[src/sv/svm_ram.sv]
`timescale 1ns / 1ps
// ----------------------------------------------------------------------------
// svm_ram
// Generic single-write, single-read RAM with registered read data.
// ----------------------------------------------------------------------------
module svm_ram #(
  parameter int Width = 16,
  parameter int Depth = 256
) (
  input  logic                     clk,
  input  logic                     we,
  input  logic [$clog2(Depth)-1:0] waddr,
  input  logic [Width-1:0]         wdata,
  input  logic                     re,
  input  logic [$clog2(Depth)-1:0] raddr,
  output logic [Width-1:0]         rdata
);

  logic [Width-1:0] mem [Depth];

  always_ff @(posedge clk) begin
    if (we) begin
      mem[waddr] <= wdata;
    end
    if (re) begin
      rdata <= mem[raddr];
    end
  end

endmodule

[config.mk]
export PLATFORM = sky130hd
export DESIGN_NAME = svm_ram
export DESIGN_NICKNAME = d
export VERILOG_FILES = /design/src/sv/svm_ram.sv
export SDC_FILE = /design/constraint.sdc
export NUM_CORES = 2
export LEC_CHECK = 0
export BUFFER_PORTS_ARGS = -buffer_cell sky130_fd_sc_hd__buf_2
export CAP_MARGIN = 20
export CORE_MARGIN = 2
export CORE_UTILIZATION = 47
export CTS_BUF_LIST = sky130_fd_sc_hd__clkbuf_4 sky130_fd_sc_hd__clkbuf_8 sky130_fd_sc_hd__clkbuf_16
export DETAILED_ROUTE_END_ITERATION = 10
export GPL_TIMING_DRIVEN = 0
export PLACE_DENSITY = 0.73
export SYNTH_ARGS = -nofsm -noshare
export SYNTH_HDL_FRONTEND = slang
export SYNTH_SLANG_ARGS = --single-unit
export TNS_END_PERCENT = 20
[constraint.sdc]
create_clock -name clk -period 3.8 [get_ports clk]
set_input_delay 0.57 -clock clk [delete_from_list [all_inputs] [get_ports clk]]
set_output_delay 0.57 -clock clk [all_outputs]
set_load 0.05 [all_outputs]
== Yosys cells after proc, flatten, opt, wreduce, memory -nomap -nowiden ==
Memory sizes are Yosys's and may differ from the RTL's. A register that Yosys moved wholly into a read port is not among the register bits.
Cells that the tools add are included.

* Memories kept: 1
* RAM bits: 4,096
* Flip-flop bits (word level): 0
* Output and inout bits: 16
* Input bits: 35
* Bits in latches: 0
* ROM bits: 0

{| class="wikitable"
|+ Memory list
! memory !! depth !! bits a word !! read ports !! clocked after Yosys merged registers in !! wr ports !! line !! RTL
|-
| mem || 256 || 16 || 1 || 1 || 1 || 19 || <nowiki>logic [Width-1:0] mem [Depth];</nowiki>
|}

* $mul: 0
* Shifts and indexed selects: 0
* Reductions and logical operators: 0
* Divide/modulo/power cells: 0
* Add/subtract/negate cells: 0
* Order comparisons: 0
* Bitwise operators: 0
* Eq/ne operators: 0
* Multiplexer cells: 2

{| class="wikitable"
|+ Operators with widths
! kind !! number
|-
| $mux 1 || 2
|}

== Depth between registers and ports, before layout ==
* Word-level depth: 2
* Mapped depth: 12

== Worst setup path before layout ==
No wires, ideal clock.

* Kind: input port to flip-flop
* Start point: in raddr[0]
* End point: reg rdata[4], read port of mem (data pin)
* Path slack: 0.981 ns
* Stages on the path: 8
* Arrival time: 2.554 ns
* Library setup time: 0.265 ns
* Data required time: 3.535 ns
* Cells stage by stage: buf_6 buf_6 buf_2 mux4_2 mux4_2 a22o_1 o32ai_2 nor4_2

{| class="wikitable"
|+ RTL lines
! item !! line !! RTL
|-
| start, declared || 15 || <nowiki>input logic [$clog2(Depth)-1:0] raddr,</nowiki>
|-
| end, declared || 16 || <nowiki>output logic [Width-1:0] rdata</nowiki>
|}

==> impl_metrics.toml <==
[placed_design]
portBuffers = 40
hpwl_um = 324000
globalplace.congestion = 1.01
placed_area_um2 = 170000
dp_cells = 12200

[floorplan]
core-area_um2 = 337000
dieWidth_um = 585
die_area_um2 = 343000
die_h_um = 585
rows = 213
initial_core_util_pct = 47.2
io_pins = 51

[yosys]
yosysWarningCount = 0
yosys.area.top_type = "edfxtp_1"
synth_ff_type = "edfxtp_1"
synth_edf_count = 4112
synth_area_per_cell_um2 = 21.6
netlist_instances = 7360
yosys.cell_types.count = 51
synth_top_area_share_pct = 77.7
synth_seq_area_share_pct = 77.7
synthArstFlopShare_pct = 0
synthesis.area_um2 = 159000
ys_ff_latch = 4112
synth_area_leaders = "edfxtp_1, mux4_2, mux2i_1"
synth_nets = 7395

[finish]
syn_to_final_growth_pct = 15.1
multi_input_area_um2 = 33700
final_cell_area_um2 = 183000
ff_latch_area_um2 = 123000
filler_cell_count = 24300
drive_gt1_share_pct = 28.0
final_nets = 8096
fin_cells = 12900

[timing]
rsz0062_at_grt = "true"
period_share_pct = 107
fin_crit_ns = 4.07
fin_ws_ns = -0.268
setup_violations = 16
skew_ns = 0.0709
worst_pin_slew_ns = 1.30
maxSlewHeadroom_pct = 13.6
timing.final.hold_violations = 0
fmax_mhz = 246
slew_viol_final = 0

[worst_setup_path]
endpoint_kind = "flop"
rrSetupSlack_ns = 0.52
cp_max_fo = 10
timing.critical_path.from = "raddr[2]"
crit_arrival_ns = 4.72
rr_endpoint = "rdata[12]$_DFFE_PP_"
r2r_cells = 5
r2r-start = "mem[60][12]$_DFFE_PP_"
cp.required_ns = 4.45
critPathLaunchType = "primary input"
criticalPathCategory = "primary input to flop"

[clock_tree]
cts_tree = "done"
insertion_delay_ns = 0.97
cts_setup_buffers = 0
cts.sinks = 4112
clkTransAtPathRegs_ns = 0.07
root_buffer = "clkbuf_16"
cts-buffers-inserted = 391
h-tree-depth = 5
clockBufferDepth = 4

[detailed_routing]
route.detailed.drc = 0
totalWireLength_um = 479000
wl_per_cell_um = 37.1
drtPass1Iterations = 8
final_antenna_net_count = 0
drt_iter0_drc = 15500
vias = 84800
vias_per_cell = 6.57

[grt]
grt_pass1_wl_um = 654000
grt-ovfl-total = 0
antenna_found_initial = 36
grt_use_total_pct = 27.6
grt_pass1_vias = 82300
grt_max_degree = 162

[min_path]
hp-start = "wdata[8]"
min_path_cells = 1
hold_path_class = "primary input to flop"
hold-path-endpoint = "mem[83][8]$_DFFE_PP_"

[status]
violations = "negative setup slack"
status = "finished, violations left"

[power]
p_leak_nw = 57.7
p_per_area_nw_per_um2 = 515
ir_drop_mv = 0.404

[flow_run]
maxCapViolCount = 0
worst max path at each step:
stage / to / slack (ns) / cells past startpoint
after floorplan: rdata[4]$_DFFE_PP_ / 0.98 / 8
after global placement: rdata[10]$_DFFE_PP_ / -3.05 / 8
after detailed placement: rdata[13]$_DFFE_PP_ / -2.40 / 9
after CTS: rdata[0]$_DFFE_PP_ / -0.03 / 11
after global routing: rdata[6]$_DFFE_PP_ / 0.0002 / 10
final: rdata[6]$_DFFE_PP_ / -0.27 / 11
area by class of cell:
| cell class | count | area share [%] |
|---|---|---|
| flip-flops and latches | 4112 | 67.5 |
| multi-input cells | 2792 | 18.4 |
| clock buffers | 478 | 5.75 |
| well taps | 4515 | 3.09 |
| repair buffers | 312 | 2.56 |
| plain buffers | 448 | 1.54 |
| clock inverters | 219 | 1.06 |
| diodes | 20 | 0.0274 |
| inverters | 4 | 0.00821 |
logic make-up after synthesis:
logic type,count (synthesis),synth area share [%]
muxes,1450,15.5
buffers and inverters,456,1.69
DFF,4112,77.7
AOI/OAI and AO/OA,786,3.53
and+or+nand+nor,556,1.57
cell usage in the layout (no fill, tap or decap), types with 48 or more instances in the layout:
master | Yosys | final
nor3_1 | 92 | 79
clkbuf_1 | 230 | 170
o221ai_1 | 252 | 246
edfxtp_1 | 4112 | 4112
mux4_2 | 797 | 797
buf_4 | 26 | 48
clkbuf_2 | 0 | 56
clkbuf_16 | 0 | 395
o22ai_1 | 148 | 148
a21oi_1 | 175 | 175
buf_2 | 76 | 101
nor2_1 | 304 | 63
mux2_2 | 88 | 88
clkbuf_4 | 0 | 90
buf_6 | 77 | 98
nor2_2 | 0 | 241
clkinv_2 | 0 | 54
clkinv_1 | 0 | 101
buf_8 | 11 | 193
mux2i_1 | 565 | 565
sequential cells by signal (all words and copies together), names as in the netlist:
register and flops:
rdata 16, mem 4096
metrics by stage:
stage               hold slack [ns]  setup slack (ns)  setup TNS [ns]  total power (W)  utilization [%]
floorplan                     0.669             0.981               0           0.0536                -
global placement              0.986             -3.05        -7461.79           0.0562             48.9
detailed placement            0.813             -2.40          -66.22           0.0564             50.4
CTS                          0.0325           -0.0314         -0.0314           0.0940             54.2
global route                 0.0490          0.000160               0           0.0958             54.3
finish                       0.0237            -0.268           -2.50           0.0941             54.3
cell usage after synthesis, types with 38 or more instances:
master and n:
a21oi_1 175, a22oi_1 43, buf_2 76, buf_6 77
clkbuf_1 230, edfxtp_1 4112, mux2_2 88, mux2i_1 565
mux4_2 797, nand2_1 38, nor2_1 304, nor3_1 92
o221ai_1 252, o22ai_1 148
per-layer routing:
metal,GRT usage (%),up-vias,wire [µm]
met5,0.266,-,110
met4,15.9,20,32800
met3,8.66,1306,68900
met2,40.9,6844,212000
met1,36.4,43900,165000
li1,-,32700,-
report_power, final:
group / internal (W) / switching [W]
Combinational: 0.00175 / 0.00389
Clock: 0.0217 / 0.0167
Sequential: 0.0500 / 0.0000286
worst max-delay path, cell delays in order:
cell	delay (ns)
buf_2	0.39
nand2b_1	0.18
buf_2	0.25
clkbuf_1	0.61
clkbuf_1	0.79
o221ai_1	0.73
o22ai_1	0.46
a22oi_1	0.14
nand3_1	0.21
nor4_1	0.11
buf_2	0.21
timing repair:
action	CTS	global route
hold buffers	3	0
hold endpoints to repair	24	0
setup endpoints to repair	16	14
gates resized for setup	102	31
(Power assumes the default switching activity.)
