[config.mk]
export PLATFORM = sky130hd
export DESIGN_NAME = svm_back
export DESIGN_NICKNAME = d
export VERILOG_FILES = /design/src/sv/svm_pkg.sv /design/src/sv/svm_back.sv
export SDC_FILE = /design/constraint.sdc
export NUM_CORES = 2
export LEC_CHECK = 0
export CORE_ASPECT_RATIO = 1.5
export CORE_MARGIN = 2
export CORE_UTILIZATION = 55
export CTS_CLUSTER_SIZE = 28
export DETAILED_ROUTE_END_ITERATION = 12
export DONT_BUFFER_PORTS = 1
export HOLD_SLACK_MARGIN = 0.05
export PLACE_DENSITY_LB_ADDON = 0.15
export SLEW_MARGIN = 30
export SYNTH_ARGS = -nofsm -noshare
export SYNTH_HDL_FRONTEND = slang
export SYNTH_SLANG_ARGS = --single-unit
[constraint.sdc]
create_clock -name clk -period 8 [get_ports clk]
set_input_delay 0.8 -clock clk [delete_from_list [all_inputs] [get_ports clk]]
set_output_delay 0.8 -clock clk [all_outputs]
set_load 0.05 [all_outputs]
[src/sv/svm_pkg.sv]
`timescale 1ns / 1ps
// ----------------------------------------------------------------------------
// svm_pkg
// Shared types and constants of the sample voice mixer.
// ----------------------------------------------------------------------------
package svm_pkg;

  localparam int SampleWordsDef = 65536;
  localparam int ClipEntriesDef = 16;
  localparam int VoiceSlotsDef  = 8;

  localparam int GainW     = 20;
  localparam int GainShift = 16;
  localparam logic [GainW-1:0] GainUnity = GainW'(1 << GainShift);
  localparam logic signed [21:0] MixMin = -22'sd32767;
  localparam logic signed [21:0] MixMax = 22'sd32766;

  typedef enum logic [1:0] {
    OP_WRITE  = 2'd0,
    OP_DEFINE = 2'd1,
    OP_PLAY   = 2'd2,
    OP_MIX    = 2'd3
  } op_t;

  localparam logic [1:0] STS_OK      = 2'd0;
  localparam logic [1:0] STS_NO_CLIP = 2'd1;
  localparam logic [1:0] STS_NO_VOICE = 2'd2;
  localparam logic [1:0] STS_RANGE   = 2'd3;

  typedef enum logic [2:0] {
    S_IDLE,
    S_EXEC,
    S_PLAY_SCAN,
    S_MIX_VISIT,
    S_MIX_READ,
    S_MIX_ACC,
    S_DONE
  } state_t;

  // One queued item with its classification flags.
  typedef struct packed {
    op_t                op;
    logic [15:0]        address;
    logic [15:0]        sample_word;
    logic [3:0]         clip_id;
    logic [15:0]        clip_length;
    logic signed [15:0] left;
    logic signed [15:0] right;
    logic               addr_ok;
    logic               def_ok;
    logic               cid_ok;
  } item_t;

endpackage

[src/sv/svm_back.sv]
`timescale 1ns / 1ps
// ----------------------------------------------------------------------------
// svm_back
// Executes queued items: sample writes, clip table, voice allocation, mixing.
// ----------------------------------------------------------------------------
module svm_back #(
  parameter int SampleWords = svm_pkg::SampleWordsDef,
  parameter int ClipEntries = svm_pkg::ClipEntriesDef,
  parameter int VoiceSlots  = svm_pkg::VoiceSlotsDef
) (
  input  logic                             clk,
  input  logic                             rst_n,
  input  logic                             q_valid,
  input  svm_pkg::item_t                   q_item,
  output logic                             q_pop,
  input  logic [svm_pkg::GainW-1:0]        gain,
  output logic                             ram_we,
  output logic [$clog2(SampleWords)-1:0]   ram_waddr,
  output logic [15:0]                      ram_wdata,
  output logic                             ram_re,
  output logic [$clog2(SampleWords)-1:0]   ram_raddr,
  input  logic [15:0]                      ram_rdata,
  output logic                             out_valid,
  output logic signed [15:0]               out_left,
  output logic signed [15:0]               out_right,
  output logic [1:0]                       out_status,
  output logic [3:0]                       out_voices_active
);
  import svm_pkg::*;

  localparam int SaW  = $clog2(SampleWords);
  localparam int CiW  = (ClipEntries > 1) ? $clog2(ClipEntries) : 1;
  localparam int SiW  = (VoiceSlots > 1) ? $clog2(VoiceSlots) : 1;
  localparam int CntW = $clog2(VoiceSlots + 1);
  localparam logic [31:0] Sw32 = 32'(SampleWords);
  localparam logic [31:0] Ce32 = 32'(ClipEntries);
  localparam logic [SiW-1:0] LastSlot = SiW'(VoiceSlots - 1);

  state_t state_r, state_nxt;
  item_t  item_r, item_nxt;
  logic signed [15:0] left_r, left_nxt, right_r, right_nxt;
  logic [1:0]         status_r, status_nxt;
  logic [SiW-1:0]     slot_r, slot_nxt;
  logic [15:0]        size_r, size_nxt;
  logic signed [36:0] prod_r, prod_nxt;
  logic [CntW-1:0]    cnt_r, cnt_nxt;

  logic [15:0] cstart_r [ClipEntries];
  logic [15:0] csize_r  [ClipEntries];
  logic        cvalid_r [ClipEntries];
  logic [15:0] cstart_nxt [ClipEntries];
  logic [15:0] csize_nxt  [ClipEntries];
  logic        cvalid_nxt [ClipEntries];
  logic        vbusy_r [VoiceSlots];
  logic [3:0]  vclip_r [VoiceSlots];
  logic [15:0] vpos_r  [VoiceSlots];
  logic        vbusy_nxt [VoiceSlots];
  logic [3:0]  vclip_nxt [VoiceSlots];
  logic [15:0] vpos_nxt  [VoiceSlots];

  logic [3:0]         clip_sel;
  logic [CiW-1:0]     clip_idx;
  logic [31:0]        clip_sel32;
  logic               vclip_ok;
  logic [31:0]        sum32;
  logic [31:0]        addr32;
  logic [16:0]        pos_inc;
  logic signed [20:0] contrib;
  logic signed [21:0] sum_l, sum_r;
  logic [31:0]        cnt32;

  assign clip_sel   = (state_r == S_EXEC) ? item_r.clip_id : vclip_r[slot_r];
  assign clip_sel32 = {28'b0, clip_sel};
  assign clip_idx   = clip_sel32[CiW-1:0];
  assign vclip_ok   = clip_sel32 < Ce32;

  always_comb begin
    sum32 = {16'b0, cstart_r[clip_idx]} + {16'b0, vpos_r[slot_r]};
    if (sum32 >= Sw32) begin
      sum32 = sum32 - Sw32;
    end
    addr32 = {16'b0, item_r.address};
  end

  assign pos_inc  = {1'b0, vpos_r[slot_r]} + 17'd1;
  assign contrib  = prod_r[36:16];
  assign sum_l    = 22'(left_r) + 22'(contrib);
  assign sum_r    = 22'(right_r) + 22'(contrib);
  assign cnt32    = 32'(cnt_r);

  assign ram_waddr = addr32[SaW-1:0];
  assign ram_wdata = item_r.sample_word;
  assign ram_raddr = sum32[SaW-1:0];

  assign out_valid         = (state_r == S_DONE);
  assign out_left          = left_r;
  assign out_right         = right_r;
  assign out_status        = status_r;
  assign out_voices_active = cnt32[3:0];

  always_comb begin
    state_nxt  = state_r;
    item_nxt   = item_r;
    left_nxt   = left_r;
    right_nxt  = right_r;
    status_nxt = status_r;
    slot_nxt   = slot_r;
    size_nxt   = size_r;
    prod_nxt   = prod_r;
    cnt_nxt    = cnt_r;
    cstart_nxt = cstart_r;
    csize_nxt  = csize_r;
    cvalid_nxt = cvalid_r;
    vbusy_nxt  = vbusy_r;
    vclip_nxt  = vclip_r;
    vpos_nxt   = vpos_r;
    q_pop      = 1'b0;
    ram_we     = 1'b0;
    ram_re     = 1'b0;

    case (state_r)
      S_IDLE: begin
        if (q_valid) begin
          q_pop      = 1'b1;
          item_nxt   = q_item;
          status_nxt = STS_OK;
          left_nxt   = (q_item.op == OP_MIX) ? q_item.left : 16'sd0;
          right_nxt  = (q_item.op == OP_MIX) ? q_item.right : 16'sd0;
          slot_nxt   = '0;
          state_nxt  = S_EXEC;
        end
      end
      S_EXEC: begin
        state_nxt = S_DONE;
        case (item_r.op)
          OP_WRITE: begin
            if (item_r.addr_ok) begin
              ram_we = 1'b1;
            end else begin
              status_nxt = STS_RANGE;
            end
          end
          OP_DEFINE: begin
            if (!item_r.cid_ok) begin
              status_nxt = STS_NO_CLIP;
            end else if (!item_r.def_ok) begin
              status_nxt = STS_RANGE;
            end else begin
              cstart_nxt[clip_idx] = item_r.address;
              csize_nxt[clip_idx]  = item_r.clip_length;
              cvalid_nxt[clip_idx] = 1'b1;
            end
          end
          OP_PLAY: begin
            if (!item_r.cid_ok || !cvalid_r[clip_idx]) begin
              status_nxt = STS_NO_CLIP;
            end else if (csize_r[clip_idx] != 16'd0) begin
              state_nxt = S_PLAY_SCAN;
            end
          end
          OP_MIX: begin
            state_nxt = S_MIX_VISIT;
          end
          default: begin
            state_nxt = S_DONE;
          end
        endcase
      end
      S_PLAY_SCAN: begin
        // take the lowest free slot
        if (!vbusy_r[slot_r]) begin
          vbusy_nxt[slot_r] = 1'b1;
          vclip_nxt[slot_r] = item_r.clip_id;
          vpos_nxt[slot_r]  = 16'd0;
          cnt_nxt           = cnt_r + CntW'(1);
          state_nxt         = S_DONE;
        end else if (slot_r == LastSlot) begin
          status_nxt = STS_NO_VOICE;
          state_nxt  = S_DONE;
        end else begin
          slot_nxt = slot_r + SiW'(1);
        end
      end
      S_MIX_VISIT: begin
        if (vbusy_r[slot_r] && vclip_ok && (vpos_r[slot_r] < csize_r[clip_idx])) begin
          ram_re    = 1'b1;
          size_nxt  = csize_r[clip_idx];
          state_nxt = S_MIX_READ;
        end else begin
          if (vbusy_r[slot_r]) begin
            // clip shrank under this voice: drop it silently
            vbusy_nxt[slot_r] = 1'b0;
            cnt_nxt           = cnt_r - CntW'(1);
          end
          if (slot_r == LastSlot) begin
            state_nxt = S_DONE;
          end else begin
            slot_nxt = slot_r + SiW'(1);
          end
        end
      end
      S_MIX_READ: begin
        prod_nxt  = 37'($signed(ram_rdata)) * 37'($signed({1'b0, gain}));
        state_nxt = S_MIX_ACC;
      end
      S_MIX_ACC: begin
        if (sum_l < MixMin) begin
          left_nxt = 16'(MixMin);
        end else if (sum_l > MixMax) begin
          left_nxt = 16'(MixMax);
        end else begin
          left_nxt = sum_l[15:0];
        end
        if (sum_r < MixMin) begin
          right_nxt = 16'(MixMin);
        end else if (sum_r > MixMax) begin
          right_nxt = 16'(MixMax);
        end else begin
          right_nxt = sum_r[15:0];
        end
        vpos_nxt[slot_r] = pos_inc[15:0];
        if (pos_inc >= {1'b0, size_r}) begin
          vbusy_nxt[slot_r] = 1'b0;
          cnt_nxt           = cnt_r - CntW'(1);
        end
        if (slot_r == LastSlot) begin
          state_nxt = S_DONE;
        end else begin
          slot_nxt  = slot_r + SiW'(1);
          state_nxt = S_MIX_VISIT;
        end
      end
      S_DONE: begin
        state_nxt = S_IDLE;
      end
      default: begin
        state_nxt = S_IDLE;
      end
    endcase
  end

  always_ff @(posedge clk) begin
    if (!rst_n) begin
      state_r  <= S_IDLE;
      cnt_r    <= '0;
      cstart_r <= '{default: '0};
      csize_r  <= '{default: '0};
      cvalid_r <= '{default: 1'b0};
      vbusy_r  <= '{default: 1'b0};
      vclip_r  <= '{default: '0};
      vpos_r   <= '{default: '0};
    end else begin
      state_r  <= state_nxt;
      cnt_r    <= cnt_nxt;
      cstart_r <= cstart_nxt;
      csize_r  <= csize_nxt;
      cvalid_r <= cvalid_nxt;
      vbusy_r  <= vbusy_nxt;
      vclip_r  <= vclip_nxt;
      vpos_r   <= vpos_nxt;
    end
  end

  always_ff @(posedge clk) begin
    item_r   <= item_nxt;
    left_r   <= left_nxt;
    right_r  <= right_nxt;
    status_r <= status_nxt;
    slot_r   <= slot_nxt;
    size_r   <= size_nxt;
    prod_r   <= prod_nxt;
  end

endmodule

* Yosys cells after proc, flatten, opt, wreduce, memory -nomap -nowiden
Index checks and enable logic that the tools add are counted.
Cells by class: multiply operators 1, bitwise logic cells 9, order comparisons 12, reduce and logical (&&, ||, !) cells 24, muxes and demuxes 86, add/sub/neg operators 8, equality and inequality tests 22
Operators with widths (count):
- bitwise mux 256 bit | 2
- 2-to-1 mux 16 bit | 17
- one-hot mux 128 bit (2 select lines) | 1
- AND 128 bit | 1
- binary-select mux 16 bit (select 4 bit) | 2
- bitwise mux 128 bit | 1
- 2-to-1 mux 128 bit | 1
- NOT 128 bit | 1
- demux 16 bit (select 4 bit) | 1
- one-hot mux 16 bit (2 select lines) | 2
- binary-select mux 16 bit (select 3 bit) | 1
- demux 16 bit (select 3 bit) | 1
- adder 16 x 21 -> 22 bit | 2
- greater-than comparator 22 x 16 -> 1 bit (second input constant) | 2
- less-than comparator 22 x 16 -> 1 bit (second input constant) | 2
- multiplier 16 x 21 -> 37 bit | 1
- 2-to-1 mux 3 bit | 11
- bitwise mux 32 bit | 1
- 2-to-1 mux 4 bit | 8
- 2-to-1 mux 8 bit | 4
- one-hot mux 8 bit (3 select lines) | 1
- one-hot mux 3 bit (6 select lines) | 1
- adder 16 x 1 -> 17 bit (second input constant) | 1
- adder 16 x 16 -> 17 bit | 1
- other kinds (53) | 96
Storage, ports and cells: output and inout port bits 90, register bits 850, logic and storage cells 250

* Depth between registers and ports, before layout
depth in word-level cells 14, gate-level depth with buffers 29, depth with buffers taken out 25

* Least setup slack after synthesis
OpenSTA, ideal clock, no wires.
path kind input port to flip-flop, from in ram_rdata[1], to reg prod_r[27] (data pin), buffers on the path 2, data required time 7737 ps, library setup time 263 ps, path slack 1078 ps, stages 24, data arrival time 6659 ps, path through clkbuf_1 clkbuf_1 nand2_1 fa_1 inv_1 fa_1 fa_1 inv_1 fa_1 inv_1 fa_1 fa_1 ha_1 a21o_1 a21o_1 a21oi_1 nand2b_1 a21boi_0 a31oi_1 o2111ai_1 nand2_1 a21o_1 a311oi_1 xnor2_1
On the way: longest elaborated chain between the ends 1
RTL lines:
- start: declaration | line svm_back.sv:22 | input logic [15:0] ram_rdata,
- multiplier 16 x 21 -> 37 bit | line svm_back.sv:203 | prod_nxt = 37'($signed(ram_rdata)) * 37'($signed({1'b0, gain}));
- end signal: assignment | line svm_back.sv:271 | prod_r <= prod_nxt;
- end: declaration | line svm_back.sv:45 | logic signed [36:0] prod_r, prod_nxt;
No other way between the ends. A chain may end at the register's enable or synchronous reset.

* Worst setup path after layout
from reg slot_r[2], to out ram_raddr[14]
On the way: longest elaborated chain between the ends 12, elaborated cells on any way between the ends 16
RTL lines:
- start: declaration | line svm_back.sv:43 | logic [SiW-1:0] slot_r, slot_nxt;
- start signal: assignment | line svm_back.sv:269 | slot_r <= slot_nxt;
- NOT 3 -> 4 bit (implied by the code) (*) | line svm_back.sv:72, svm_back.sv:78
- binary-select mux 4 bit (select 3 bit) | line svm_back.sv:72 | assign clip_sel = (state_r == S_EXEC) ? item_r.clip_id : vclip_r[slot_r];
- 2-to-1 mux 4 bit (implied by the code) (2 in series) | line svm_back.sv:72
- 2-to-1 mux 4 bit | line svm_back.sv:72
- NOT 4 -> 5 bit (implied by the code) | line svm_back.sv:78 | sum32 = {16'b0, cstart_r[clip_idx]} + {16'b0, vpos_r[slot_r]};
- binary-select mux 16 bit (select 4 bit) | line svm_back.sv:78
- 2-to-1 mux 16 bit (implied by the code) (2 in series) | line svm_back.sv:78
- adder 16 x 16 -> 17 bit (*) | line svm_back.sv:78
- subtractor 16 x 1 -> 16 bit / greater-or-equal comparator 17 bit (equally long branches) | line svm_back.sv:80, svm_back.sv:79
- 2-to-1 mux 16 bit (*) | line svm_back.sv:79 | if (sum32 >= Sw32) begin
- end: declaration | line svm_back.sv:21 | output logic [$clog2(SampleWords)-1:0] ram_raddr,
Every way passes the cells marked *; elsewhere a longest branch is shown, timed or not. The select of a mux whose other input is x is not followed.

==> qor.csv <==
stage;metric;value;unit
run_status;status;finished clean;
sta;max_freq;130;MHz
place;gp_congestion;0.919;
floorplan;io_pins;218;
synthesis;synthFlopType;dfxtp_1;
grt;grt_max_degree;705;
routing;wire_per_inst;23.3;um
synthesis;syn-instance-count;5755;
layout;drive_above_1_share;7.63;%
grt;overflow;0;
routing;drc;0;
routing;first_pass_iters;6;
critical_path;crit_chain;buf_4 > and2_1 > a221o_1 > o21ai_4 > buf_4 > buf_12 > mux4_2 > a21oi_1 > ha_1 > nor2b_1 > o21ai_0 > a21boi_0 > o21ai_0 > a21boi_0 > o21ai_0 > a21boi_0 > o21ai_0 > a21oi_1 > or4_1 > nand3_1 > buf_4;
grt;grt_pass1_vias;40822;
synthesis;yosysUniqueCellTypes;80;
clocking;clkLatencyLatePin;0.70;ns
floorplan;die_w;253;um
synthesis;syn_area;51100;um^2
sta;timing_hold_violations_final;0;
clocking;clkSlewWorstSetupHoldPaths;0.06;ns
floorplan;initial_core_util;55.2;%
synthesis;synth.ff_latch_count;834;
synthesis;syn_nets;6355;
sta;setup_tns;0;ns
floorplan;die_y;377;um
clocking;ctsHoldBuffers;0;
sta;finClkSkew;0.0446;ns
synthesis;ys_seq_area_share;35.2;%
place;io_buffers;0;
critical_path;critPathMaxStageDelay;0.58;ns
grt;track_usage;32.5;%
critical_path;path_buf_inv;4;
clocking;clockRootBuffer;clkbuf_16;
clocking;cts-buffers-inserted;83;
layout;final_cell_mix;nand2_1 (1400), dfxtp_1 (702), a21boi_0 (512), inv_1 (407), fa_1 (253);
clocking;clockBufferDepth;3;
sta;worst_pin_slew;1.07;ns
power;power_density;386;nW/um^2
layout;fillers;8209;
floorplan;placementRows;137;
routing;vias_per_cell;6.04;
critical_path;cp_max_fo;74;
critical_path;critPathRequiredTime;7.20;ns
critical_path;critPathCaptureType;output port;
layout;nets;6089;
sta;grt_setup_unrepaired;no;
critical_path;cp_common_cell;o21ai_0;
critical_path;start_kind;register;
critical_path;arrival;6.90;ns
critical_path;path_class;reg -> out;
power;max-vdd-ir-drop;0.000525;V
sta;finalCritPeriodShare;96.3;%
critical_path;cpLargestDelayFamily;compound AO/OA/AOI/OAI gates;
sta;hold_slack;0.193;ns
critical_path;crit_slowest_cell;edfxtp_1;
sta;fin_crit;7.70;ns
grt;grt_pass1_wl;237000;um
synthesis;async_reset_ff_share;0;%
place;post-dp-hpwl;103000;um
synthesis;yosys_warnings;0;
routing;ant_nets;0;
routing;drt_iter0_drc;3304;
routing;vias;40715;
synthesis;avgSynthCellArea;8.89;um^2
grt;antenna_found_initial;3;
layout;syn2layout_area_growth;7.43;%
clocking;htreeDepth;3;
sta;drv_slew;0;
sta;setup_viol;0;
flow_run;cap_violations;0;
worst_hold_path;min_path_type;in -> reg;
clocking;cts_tree;done;
layout;fin_util;59.4;%
floorplan;die_area;95500;um^2
sta;relSlewSlack;28.7;%
routing;wl;157000;um
floorplan;core;92600;um^2
layout;final_common_cell;nand2_1;
power;p_leak;21.0;nW
synthesis;synth_edf_count;131;
clocking;cts.sinks;834;
==> final cells by class <==
cell class	count	area (um^2)	area share [%]
Sequential cell	834	18000	32.8
Clock inverter	44	449	0.818
Multi-Input combinational cell	4040	30000	54.6
Timing Repair Buffer	119	1120	2.04
Antenna cell	5	12.5	0.0228
Tap cell	1181	1480	2.69
Inverter	410	1550	2.81
Clock buffer	110	2320	4.22
Timing Repair inverter	1	5.00	0.00911
==> layer usage <==
metal  GRT usage (%)  share of wire (%)  up-vias  wire length, um
li1                -                  -    18703                -
met3            5.17                6.4      534             9990
met4            24.2                8.1        0            12600
met1            35.2                 36    19898            56100
met5               0                  0        -                0
met2            56.9                 50     1580            78100
==> synth_stat cells, drive strengths merged (83+ instances only) <==
library cell / instances / area [um^2]
mux2i: 135 / 1360
a21boi: 518 / 3890
mux4: 83 / 1870
fa: 253 / 5060
dfxtp: 703 / 14100
and2: 189 / 1180
inv: 410 / 1540
a21oi: 89 / 445
clkbuf: 386 / 1450
nor2b: 180 / 1130
edfxtp: 131 / 3930
a22oi: 167 / 1250
nor2: 104 / 390
ha: 219 / 2740
buf: 86 / 497
nand2: 1413 / 5300
==> sequential cells by signal, indices dropped and copies added (netlist names), 21 cells and up, named ones only <==
signal and flops:
vclip_r 32, prod_r 21, item_r 25, vpos_r 128, cstart_r 256, csize_r 256
==> where the power goes <==
part	switching [mW]	internal, mW	total, mW	leakage, nW
Sequential	0.761	4.82	5.58	6.90
Combinational	7.39	4.23	11.6	12.8
Clock	1.79	2.23	4.02	1.34
Total	9.94	11.3	21.2	21.0
==> through the flow <==
step / std cells / setup WS, ns / power, mW / cell area [um^2]
after CTS: 6723 / 0.242 / 21.1 / 54700
final: 6744 / 0.295 / 21.2 / 54900
after global placement: 6557 / 1.07 / 16.8 / 51700
after global routing: 6741 / 0.000577 / 22.5 / 54900
after detailed placement: 6569 / 0.895 / 17.1 / 51900
after floorplan: 5755 / 1.08 / 13.5 / 51100
==> cell families (layout without fill, tap and decap cells) <==
kind of cell	count (synthesis)	count (layout)	synth area share [%]
simple gates	2112	2112	18.2
compound gates	1143	1144	16.5
buf+inv	882	684	6.82
flops	834	834	35.2
fa+ha+maj	472	472	15.3
mux	235	235	6.70
xor+xnor	77	77	1.32
other cells	0	5	0
==> timing repair <==
item	CTS	global route
setup buffers	0	11
setup endpoints to repair	0	4
gates resized for setup	0	5
==> path summary, 6_finish.rpt <==
kind	cells after the start	startpoint	slack, ns	end
max reg2reg	22	slot_r[1]	1.41	size_r[11]
max	21	slot_r[2]	0.30	ram_raddr[14]
min reg2reg	2	csize_r[218]	0.45	csize_r[218]
min	0	q_item[35]	0.19	item_r[35]
Power figures use the tool's default switching activity.
